===== src/rtl/irdf_pkg.sv =====
// Shared constants, types and tables of the IR ring direction finder.
package irdf_pkg;

	localparam int COUNT_BITS = 12;
	localparam int FRAC_BITS  = 8;
	localparam int NUM_CH     = 8;
	localparam int CH_W       = 3;
	localparam int STEPS      = 16;
	localparam int STEP_W     = 4;
	localparam int S_W        = 12 + FRAC_BITS;
	localparam int DIAG_SHIFT = 14;
	localparam int D_W        = S_W + 3;
	localparam int E_W        = S_W + 1;
	localparam int V_W        = 17 + D_W + 1;
	localparam int C_W        = V_W + 2;
	localparam int Z_W        = 26;
	localparam int DEG_W      = Z_W - 16;

	localparam logic [11:0] WINDOW_RST = 12'd3000;
	localparam logic [15:0] DIAG_RST   = 16'd11585;
	localparam logic [12:0] BLEND_OLD  = 13'd6554;
	localparam logic [15:0] BLEND_NEW  = 16'd58982;

	localparam int PADDR_W = 3;
	localparam logic REG_WINDOW = 1'b0;
	localparam logic REG_DIAG   = 1'b1;

	typedef enum logic [2:0] {
		ST_ACC,
		ST_BLEND,
		ST_SUM1,
		ST_SUM2,
		ST_PRE,
		ST_ROT,
		ST_FIN
	} state_t;

	typedef enum logic [1:0] {
		PH_MUL,
		PH_GAIN,
		PH_SAT
	} blend_ph_t;

	typedef struct packed {
		logic              acc_en;
		logic              blend;
		blend_ph_t         phase;
		logic [CH_W-1:0]   ch;
		logic              sum1;
		logic              sum2;
		logic              pre;
		logic              rot;
		logic [STEP_W-1:0] step;
		logic              fin;
	} cmd_t;

	typedef struct packed {
		logic win_end;
		logic out_free;
	} status_t;

	// Per-channel gain, Q0.16
	function automatic logic [15:0] gain_q16(input logic [CH_W-1:0] ch);
		logic [15:0] g;
		case (ch)
			3'd0: g = 16'd64927;
			3'd1: g = 16'd64193;
			3'd2: g = 16'd64193;
			3'd3: g = 16'd61112;
			3'd4: g = 16'd59802;
			3'd5: g = 16'd58452;
			3'd6: g = 16'd63406;
			3'd7: g = 16'd63386;
			default: g = 16'd0;
		endcase
		return g;
	endfunction

	// atan(2^-i) in degrees, Q.16
	function automatic logic [21:0] atan_q16(input logic [STEP_W-1:0] i);
		logic [21:0] a;
		case (i)
			4'd0:  a = 22'd2949120;
			4'd1:  a = 22'd1740967;
			4'd2:  a = 22'd919879;
			4'd3:  a = 22'd466945;
			4'd4:  a = 22'd234379;
			4'd5:  a = 22'd117304;
			4'd6:  a = 22'd58666;
			4'd7:  a = 22'd29335;
			4'd8:  a = 22'd14668;
			4'd9:  a = 22'd7334;
			4'd10: a = 22'd3667;
			4'd11: a = 22'd1833;
			4'd12: a = 22'd917;
			4'd13: a = 22'd458;
			4'd14: a = 22'd229;
			4'd15: a = 22'd115;
			default: a = 22'd0;
		endcase
		return a;
	endfunction

endpackage


===== src/rtl/irdf_ctrl.sv =====
// Sequencer of the IR ring direction finder: window end, blend, vector sum, CORDIC.
module irdf_ctrl (
	input  logic             clk,
	input  logic             arst_n,
	input  irdf_pkg::status_t st,
	output irdf_pkg::cmd_t    cmd
);
	import irdf_pkg::*;

	state_t            state_q, state_d;
	blend_ph_t         ph_q;
	logic [CH_W-1:0]   ch_q;
	logic [STEP_W-1:0] step_q;

	// State register and loop counters
	always_ff @(posedge clk or negedge arst_n) begin
		if (!arst_n) begin
			state_q <= ST_ACC;
			ph_q    <= PH_MUL;
			ch_q    <= '0;
			step_q  <= '0;
		end else begin
			state_q <= state_d;
			if (state_q == ST_BLEND) begin
				case (ph_q)
					PH_MUL:  ph_q <= PH_GAIN;
					PH_GAIN: ph_q <= PH_SAT;
					default: begin
						ph_q <= PH_MUL;
						ch_q <= ch_q + 1'b1;
					end
				endcase
			end
			if (state_q == ST_ROT)
				step_q <= step_q + 1'b1;
		end
	end

	// Next state
	always_comb begin
		state_d = state_q;
		case (state_q)
			ST_ACC:   if (st.win_end) state_d = ST_BLEND;
			ST_BLEND: if (ph_q == PH_SAT && ch_q == CH_W'(NUM_CH - 1)) state_d = ST_SUM1;
			ST_SUM1:  state_d = ST_SUM2;
			ST_SUM2:  state_d = ST_PRE;
			ST_PRE:   state_d = ST_ROT;
			ST_ROT:   if (step_q == STEP_W'(STEPS - 1)) state_d = ST_FIN;
			ST_FIN:   if (st.out_free) state_d = ST_ACC;
			default:  state_d = ST_ACC;
		endcase
	end

	// Commands
	always_comb begin
		cmd        = '0;
		cmd.phase  = ph_q;
		cmd.ch     = ch_q;
		cmd.step   = step_q;
		cmd.acc_en = (state_q == ST_ACC);
		cmd.blend  = (state_q == ST_BLEND);
		cmd.sum1   = (state_q == ST_SUM1);
		cmd.sum2   = (state_q == ST_SUM2);
		cmd.pre    = (state_q == ST_PRE);
		cmd.rot    = (state_q == ST_ROT);
		cmd.fin    = (state_q == ST_FIN) && st.out_free;
	end

endmodule


===== config.mk =====
export PLATFORM = sky130hd
export DESIGN_NAME = irdf_ctrl
export DESIGN_NICKNAME = d
export VERILOG_FILES = /design/src/rtl/irdf_pkg.sv /design/src/rtl/irdf_ctrl.sv
export SDC_FILE = /design/constraint.sdc
export NUM_CORES = 1
export LEC_CHECK = 0
export BUFFER_PORTS_ARGS = -buffer_cell sky130_fd_sc_hd__buf_2
export CORE_MARGIN = 1.5
export CORE_UTILIZATION = 47
export CTS_CLUSTER_SIZE = 24
export DETAILED_ROUTE_END_ITERATION = 10
export PLACE_DENSITY = 0.85
export SYNTH_ARGS = -nofsm -noshare
export SYNTH_HDL_FRONTEND = slang
export SYNTH_SLANG_ARGS = --single-unit

===== constraint.sdc =====
create_clock -name clk -period 1.9 [get_ports clk]
set_input_delay 0.19 -clock clk [delete_from_list [all_inputs] [get_ports clk]]
set_output_delay 0.19 -clock clk [all_outputs]
set_load 0.005 [all_outputs]

; ---- After elaboration in Yosys (flattened, before gate mapping)
; Cells that the tools add are included.
[word_totals]
out_inout_bits = 16
ff_bits = 12
in_bits = 4
elab_cells = 34
[classes]
mux = 6
addsub = 2
n_eq_ne = 14
n_reduce_logical = 7
bitwise = 1
[ops]
columns = op, count
row1 = case mux 3 bit (7 select lines), 1
row2 = "== test 3 bit, second input constant", 4
row3 = two-way mux 3 bit, 4
row4 = "== test 3 x 2 -> 1 bit, second input constant", 2
row5 = "adder 4 x 1 -> 4 bit, second input constant", 1
row6 = "== test 4 bit, second input constant", 1
row7 = "!= test 2 x 1 -> 1 bit, second input constant", 2
row8 = "!= test 2 bit, second input constant", 2
row9 = case mux 2 bit (2 select lines), 1
row10 = AND reduction 4 bit, 1
row11 = "adder 3 x 1 -> 3 bit, second input constant", 1
row12 = "== test 3 x 1 -> 1 bit, second input constant", 1
row13 = zero test 3 bit, 1
row14 = "== test 2 x 1 -> 1 bit, second input constant", 1
row15 = "== test 2 bit, second input constant", 1
row16 = logical AND 1 bit, 2
row17 = zero test 2 bit, 1
row18 = AND reduction 2 bit, 1
row19 = OR reduction 2 bit, 1
row20 = NOT 1 bit, 1

; ---- Depth between registers and ports, before layout
; Gate-level depths: netlist of the first run.
[depth]
depth_word = 4
ltp_mapped = 5

; ---- Worst setup path after synthesis of the first run
; No wires, ideal clock.
[synth_path]
path_type = register to register
start = register state_q[2]
end = register ch_q[1]
stages_incl_launch_ff = 5
arrival_time_ps = 1316
n_path_buf = 1
slack_ps = 457
required_time_ps = 1773
path_cell_list = dfrtp_1 > buf_4 > nor3b_4 > and2_4 > mux2_1
[synth_rtl]
columns = item, line_no
row1 = from (decl), irdf_ctrl.sv:10  ; state_t state_q, state_d;
row2 = from (signal assigned), irdf_ctrl.sv:23  ; state_q <= state_d;
row3 = to (signal assigned), irdf_ctrl.sv:30  ; ch_q <= ch_q + 1'b1;
row4 = to (decl), irdf_ctrl.sv:12  ; logic [CH_W-1:0] ch_q;

==> flow_metrics.py, run 1 <==
metrics = {
    "clock_network": {
        "cts_resized": 0,
        "cts.sinks": 12,
        "clk_latency_ns": 0.26,
        "clk_pin_slew_ns": 0.07,
        "cts_buffers": 3,
        "cts_max_path_buffers": 2,
        "post_cts_buffers": 0,
        "cts_tree": "yes",
        "cts_root_buf": "clkbuf_4",
        "htree_levels": 1,
    },
    "setup_path": {
        "cp_cell_sequence": "and3b_1 -> buf_2",
        "critical_path_class": "reg2out",
        "worstPathMaxFanout": 12,
        "endpoint_kind": "output pin",
        "crit_buf_inv": 1,
        "cp.depth": 2,
        "worst_path_max_delay_cell": "dfrtp_1",
        "reg2reg_depth": 3,
        "slowest_delay_ns": 0.51,
        "crit_family": "flip-flops",
        "cp-start-kind": "flop",
        "cp.arrival_ns": 1.38,
        "cp.required_ns": 1.71,
    },
    "cells_and_area": {
        "fin_nets": 81,
        "areaGrowthSynthToFinish_pct": 21.1,
        "drive_gt1_share_pct": 35.6,
        "diodes": 0,
    },
    "power": {
        "p_comb_share_pct": 41.8,
        "leakagePower_nw": 0.396,
        "swShare_pct": 36.7,
        "total_power_mw": 1.29,
        "clkPwrFrac_pct": 15.2,
        "intPower_mw": 0.819,
        "ir_drop_v": 0.000822,
        "p_sw_mw": 0.475,
        "power.share.sequential_pct": 43.0,
        "p_per_area_nw_per_um2": 1700,
    },
    "run": {
        "drv_cap": 0,
    },
    "sta": {
        "drv_slew": 0,
        "rsz0062_at_grt": "false",
        "max_freq_ghz": 0.638,
        "min_period_ns": 1.57,
        "tns_ns": 0,
        "finClkSkew_ns": 0.000833,
        "tightestPinTransition_ns": 0.349,
        "post-route-period-util_pct": 82.6,
        "hold_viol": 0,
        "setup_viol": 0,
        "slew_headroom_pct": 76.7,
    },
    "die": {
        "row_count": 13,
        "die_y_um": 39.6,
        "dieArea_sq_um": 1570,
        "core_sq_um": 1270,
        "initial_core_util_pct": 49.6,
        "io_pins": 20,
        "die_x_um": 39.6,
    },
    "drt": {
        "wl_per_cell_um": 11.4,
        "first_pass_iters": 2,
        "drc_errors": 0,
        "drtAntennaViolNets": 0,
        "drtIter0Drc": 7,
        "routed_wirelength_mm": 1.00,
        "avgViaCountPerCell": 5.14,
        "vias": 452,
    },
    "placement": {
        "dp_hpwl_um": 782,
        "io_buffer_count": 19,
        "gp_congestion": 0.759,
    },
    "logic_synthesis": {
        "seq_area_frac_synth_pct": 47.7,
        "synth-seq-cells": 12,
        "synth_area_leaders": "dfrtp_1 (48%), ha_1 (6.0%), mux2_1 (5.4%)",
        "yosysTopAreaCell": "dfrtp_1",
        "synth_edf_count": 0,
        "ys_warn_count": 0,
        "synth.most_common_cell": "dfrtp_1",
        "syn_avg_cell_area_sq_um": 12.1,
        "mappedNetlistArea_sq_um": 629,
        "synth.distinct_cells": 25,
        "synth_nets": 59,
        "synth_common_cells": "dfrtp_1 (12), nand2_1 (4), ha_1 (3), mux2_1 (3)",
        "synth_top_flop_cell": "dfrtp_1",
        "syn_inst": 52,
        "synth_top_area_share_pct": 47.7,
        "synth-async-reset-ratio_pct": 100,
    },
    "grt": {
        "antenna_found_initial": 0,
        "grt_pass1_wl_mm": 1.44,
        "first_global_vias": 340,
        "overflow": 0,
        "grt_max_degree": 13,
        "track_usage_pct": 14.5,
    },
    "min_path": {
        "min_path_type": "in2reg",
        "hold_depth": 4,
    },
    "status": {
        "status": "completed",
    },
}
[path summary, 6_finish.rpt]
kind | start | endpoint | slack [ns]
max | state_q[1] | cmd[5] | 0.33
max in group asynchronous | arst_n | ph_q[0] | 1.37
min reg2reg | step_q[3] | step_q[3] | 0.50
min | st[0] | state_q[1] | 0.23
min in group asynchronous | arst_n | step_q[0] | 0.32
max reg2reg | state_q[1] | state_q[1] | 0.45
[power by group through the flow]
stage / Combinational, mW / Sequential (mW) / Clock (mW)
finish: 0.541 / 0.557 / 0.196
global route: 0.610 / 0.582 / 0.221
floorplan: 0.444 / 0.493 / 0
detailed placement: 0.549 / 0.563 / 0
CTS: 0.554 / 0.558 / 0.203
global placement: 0.534 / 0.555 / 0
[final cells by class]
type	count	area, sq um
Tap cell	15	18.8
Timing Repair Buffer	21	113
Inverter	1	3.75
Clock buffer	4	36.3
Multi-Input combinational cell	35	290
Fill cell	109	507
Sequential cell	12	300
[tightest hold or removal path: cells and delay by family]
kind | cells | cell delay (ns)
buffers and inverters | 1 | 0.09
multiplexers | 1 | 0.06
AND/OR/NAND/NOR | 2 | 0.10
[sequential cells by signal, summed over array words and instances (netlist names)]
register and count:
ph_q 2, ch_q 3, step_q 4, state_q 3
[metrics by stage]
step | utilization [%] | instance area, sq um | hold slack [ns] | std cells | setup WS (ns)
global route | 60.1 | 762 | 0.237 | 88 | 0.257
floorplan | - | 629 | -0.106 | 52 | 0.457
CTS | 60.1 | 762 | 0.217 | 88 | 0.330
detailed placement | 56.4 | 716 | 0.0786 | 83 | 0.476
finish | 60.1 | 762 | 0.225 | 88 | 0.331
global placement | 56.4 | 716 | 0.0785 | 83 | 0.498
[metal layers]
metal | routed length [um] | vias up | GRT usage (%)
met5 | 0 | - | 0
met4 | 8 | 0 | 10.3
met3 | 39 | 2 | 3.41
met2 | 492 | 7 | 19.3
met1 | 462 | 216 | 20.0
li1 | - | 227 | -
[cell families (layout without fill, tap and decap cells)]
kind of cell	Yosys count	count (layout)	synth area share [%]
adder cells (fa/ha/maj)	3	3	5.96
XOR/XNOR	4	4	5.57
AO/OA/AOI/OAI	6	6	7.16
AND/OR/NAND/NOR	17	17	18.9
flip-flops	12	12	47.7
buffers and inverters	5	26	6.16
multiplexers	5	5	8.55
[cells in the final DEF, fill, tap and decap left out, types with 3 or more instances in the layout]
cell type and n:
dfrtp_1 12, nand2_1 4, mux2_1 3, clkbuf_4 3
ha_1 3, buf_2 19
[timing repair]
item	4_1_cts	5_1_grt
hold buffers	1	0
hold endpoints to repair	12	0
setup endpoints to repair	0	0
No activity file was read; power rests on OpenSTA's default activity.
==> run 2, diff against run 1 <==
- ABC_AREA: not set -> 1
- CORE_UTILIZATION: 47 -> 43
- PLACE_DENSITY: 0.85 -> 0.82
- clock period: 1.9 -> 1.3 ns (I/O delays scaled with it)
==> run 2 against run 1 <==
Against the previous run:
- synthesized cell count rose by 50%
- synthesized area increased by 3.0%
- wire length is 31% higher
- critical path depth is 2 higher
- sequential power is 31% higher
- combinational power rose to 2.6 times the previous value
- worst setup slack worse by 0.33 ns
- first-iteration DRC count decreased by 71%
- hold slack improved by 0.015 ns
- final cell count rose by 44%
- clock power grew 47%
- largest power group is now combinational cells
==> flow_metrics.py, run 2 <==
metrics = {
    "setup_path": {
        "reg2reg_depth": 7,
        "cp.required_ns": 1.17,
        "cp-startpoint": "state_q[0]",
        "endpoint": "cmd[5]",
        "cp-start-kind": "flop",
        "critical_path_class": "reg2out",
        "worstPathMaxFanout": 7,
        "endpoint_kind": "output pin",
        "r2r_slack_ns": 0.05,
        "cp.arrival_ns": 1.17,
        "rr_startpoint": "state_q[0]",
        "r2r-end": "state_q[1]",
    },
    "logic_synthesis": {
        "synth-seq-cells": 12,
        "synth.most_common_cell": "nand2_1",
        "yosysTopAreaCell": "dfrtp_1",
        "synth_area_leaders": "dfrtp_1 (46%), nand2_1 (9.3%), inv_1 (7.5%)",
        "syn_avg_cell_area_sq_um": 8.31,
        "synth.distinct_cells": 20,
        "synth_edf_count": 0,
        "syn_inst": 78,
        "mappedNetlistArea_sq_um": 648,
        "synth_nets": 85,
        "ys_warn_count": 0,
        "seq_area_frac_synth_pct": 46.3,
        "synth_top_flop_cell": "dfrtp_1",
        "synth_common_cells": "nand2_1 (16), inv_1 (13), dfrtp_1 (12), nor2_1 (9), o21ai_0 (5)",
        "synth_top_area_share_pct": 46.3,
        "synth-async-reset-ratio_pct": 100,
    },
    "min_path": {
        "min_path_type": "in2reg",
    },
    "cells_and_area": {
        "drive_gt1_share_pct": 48.2,
        "top_register": "step_q",
        "layout_commonest_cell": "buf_2",
        "areaGrowthSynthToFinish_pct": 48.1,
        "reg_top3": "step_q x4, ch_q x3, state_q x3",
        "multi_input_area_sq_um": 344,
        "largest_register_ffs": 4,
        "seq_area_sq_um": 303,
        "fin_nets": 120,
        "final_cell_mix": "buf_2 (18), nand2_1 (15), dfrtp_1 (10)",
        "fillerInstances": 110,
        "diodes": 0,
    },
    "placement": {
        "dp_slack_ns": 0.0402,
        "dp_hpwl_um": 934,
        "gp_congestion": 0.865,
        "io_buffer_count": 19,
    },
    "die": {
        "io_pins": 20,
        "row_count": 13,
        "core_sq_um": 1350,
        "die_y_um": 41.8,
        "die_x_um": 41.8,
        "dieArea_sq_um": 1750,
        "initial_core_util_pct": 48.0,
    },
    "sta": {
        "drv_slew": 0,
        "finClkSkew_ns": 0.00456,
        "hold_viol": 0,
        "min_period_ns": 1.30,
        "slew_headroom_pct": 82.2,
        "max_freq_ghz": 0.772,
        "finalWorstSetupSlack_ns": 0.00486,
        "tns_ns": 0,
        "setup_viol": 0,
        "rsz0062_at_grt": "true",
        "post-route-period-util_pct": 99.6,
        "tightestPinTransition_ns": 0.267,
        "holdWs_ns": 0.241,
    },
    "grt": {
        "first_global_vias": 520,
        "overflow": 0,
        "grt_max_degree": 13,
        "track_usage_pct": 15.2,
        "grt_pass1_wl_mm": 2.07,
        "antenna_found_initial": 0,
    },
    "clock_network": {
        "htree_levels": 1,
        "cts_tree": "yes",
        "clk_latency_ns": 0.26,
        "cts_max_path_buffers": 2,
        "cts.sinks": 12,
        "clk_pin_slew_ns": 0.07,
        "cts_root_buf": "clkbuf_4",
        "cts_buffers": 3,
    },
    "drt": {
        "wl_per_cell_um": 10.3,
        "drc_errors": 0,
        "drtIter0Drc": 2,
        "avgViaCountPerCell": 4.80,
        "first_pass_iters": 4,
        "drtAntennaViolNets": 0,
        "vias": 610,
        "routed_wirelength_mm": 1.31,
    },
    "power": {
        "ir_drop_v": 0.00145,
        "p_sw_mw": 0.982,
        "p_per_area_nw_per_um2": 2510,
        "power.share.sequential_pct": 30.2,
        "clkPwrFrac_pct": 12.0,
        "p_comb_share_pct": 57.9,
        "leakagePower_nw": 0.523,
        "swShare_pct": 40.7,
        "intPower_mw": 1.43,
    },
    "run": {
        "drv_cap": 0,
    },
    "status": {
        "status": "completed",
    },
}
run 2: cell families (layout without fill, tap and decap cells):
group                    count (synthesis)  after routing  synth area share, %
AND/OR/NAND/NOR                         37             37                 27.8
adder cells (fa/ha/maj)                  3              3                 5.79
flip-flops                              12             12                 46.3
XOR/XNOR                                 4              4                 5.41
AO/OA/AOI/OAI                            8              8                 6.56
buffers and inverters                   14             48                 8.11
run 2: worst max-delay path, stage by stage, from the launching register on:
cell and delay [ns]:
dfrtp_2 0.48, buf_12 0.16, nand3_4 0.11, inv_2 0.04
buf_2 0.12
run 2: area by class of cell:
type | count | area share [%]
inverter | 14 | 5.74
sequential | 12 | 31.6
tap | 15 | 1.96
timing repair buffer | 30 | 21.1
multi-input combinational | 52 | 35.9
clock buffer | 4 | 3.78
run 2: through the flow:
| step | instance area (sq um) | util (%) | instances | power [mW] |
|---|---|---|---|---|
| finish | 960 | 71.1 | 127 | 2.41 |
| global route | 960 | 71.1 | 127 | 2.63 |
| CTS | 833 | 61.7 | 119 | 2.02 |
| detailed placement | 769 | 57.0 | 113 | 1.67 |
| global placement | 769 | 57.0 | 113 | 1.63 |
| floorplan | 648 | - | 78 | 1.32 |
run 2: layer usage:
| metal | share of wire [%] | up-vias | routed length, um | track usage, % |
|---|---|---|---|---|
| met5 | 0 | - | 0 | 0 |
| met4 | 0 | 0 | 0 | 5.81 |
| met3 | 4.0 | 0 | 52 | 2.61 |
| met2 | 51 | 16 | 672 | 25.0 |
| met1 | 45 | 279 | 586 | 19.8 |
| li1 | - | 315 | - | - |
run 2: power by group through the flow:
stage | clock [mW] | sequential [mW] | combinational (mW)
after global routing | 0.313 | 0.755 | 1.56
final | 0.289 | 0.727 | 1.40
after floorplan | 0 | 0.731 | 0.588
after detailed placement | 0 | 0.729 | 0.937
after global placement | 0 | 0.719 | 0.909
after CTS | 0.289 | 0.728 | 0.999
run 2: how the worst min path moves through the flow:
stage	startpoint	to	slack [ns]	cells past startpoint
global route	st[0]	state_q[1]	0.24	4
detailed placement	arst_n	step_q[0]	0.02	1
finish	st[0]	state_q[1]	0.24	4
floorplan	arst_n	ch_q[0]	-0.17	0
global placement	arst_n	step_q[0]	0.01	1
CTS	st[0]	state_q[1]	0.22	4
run 2: repair_timing:
item / 4_1_cts / 5_1_grt
setup endpoints to repair: 3 / 8
hold buffers: 1 / 0
hold endpoints to repair: 12 / 0
resized for setup: 6 / 17
cloned: 0 / 0
pin swaps: 0 / 7
setup buffers: 1 / 8
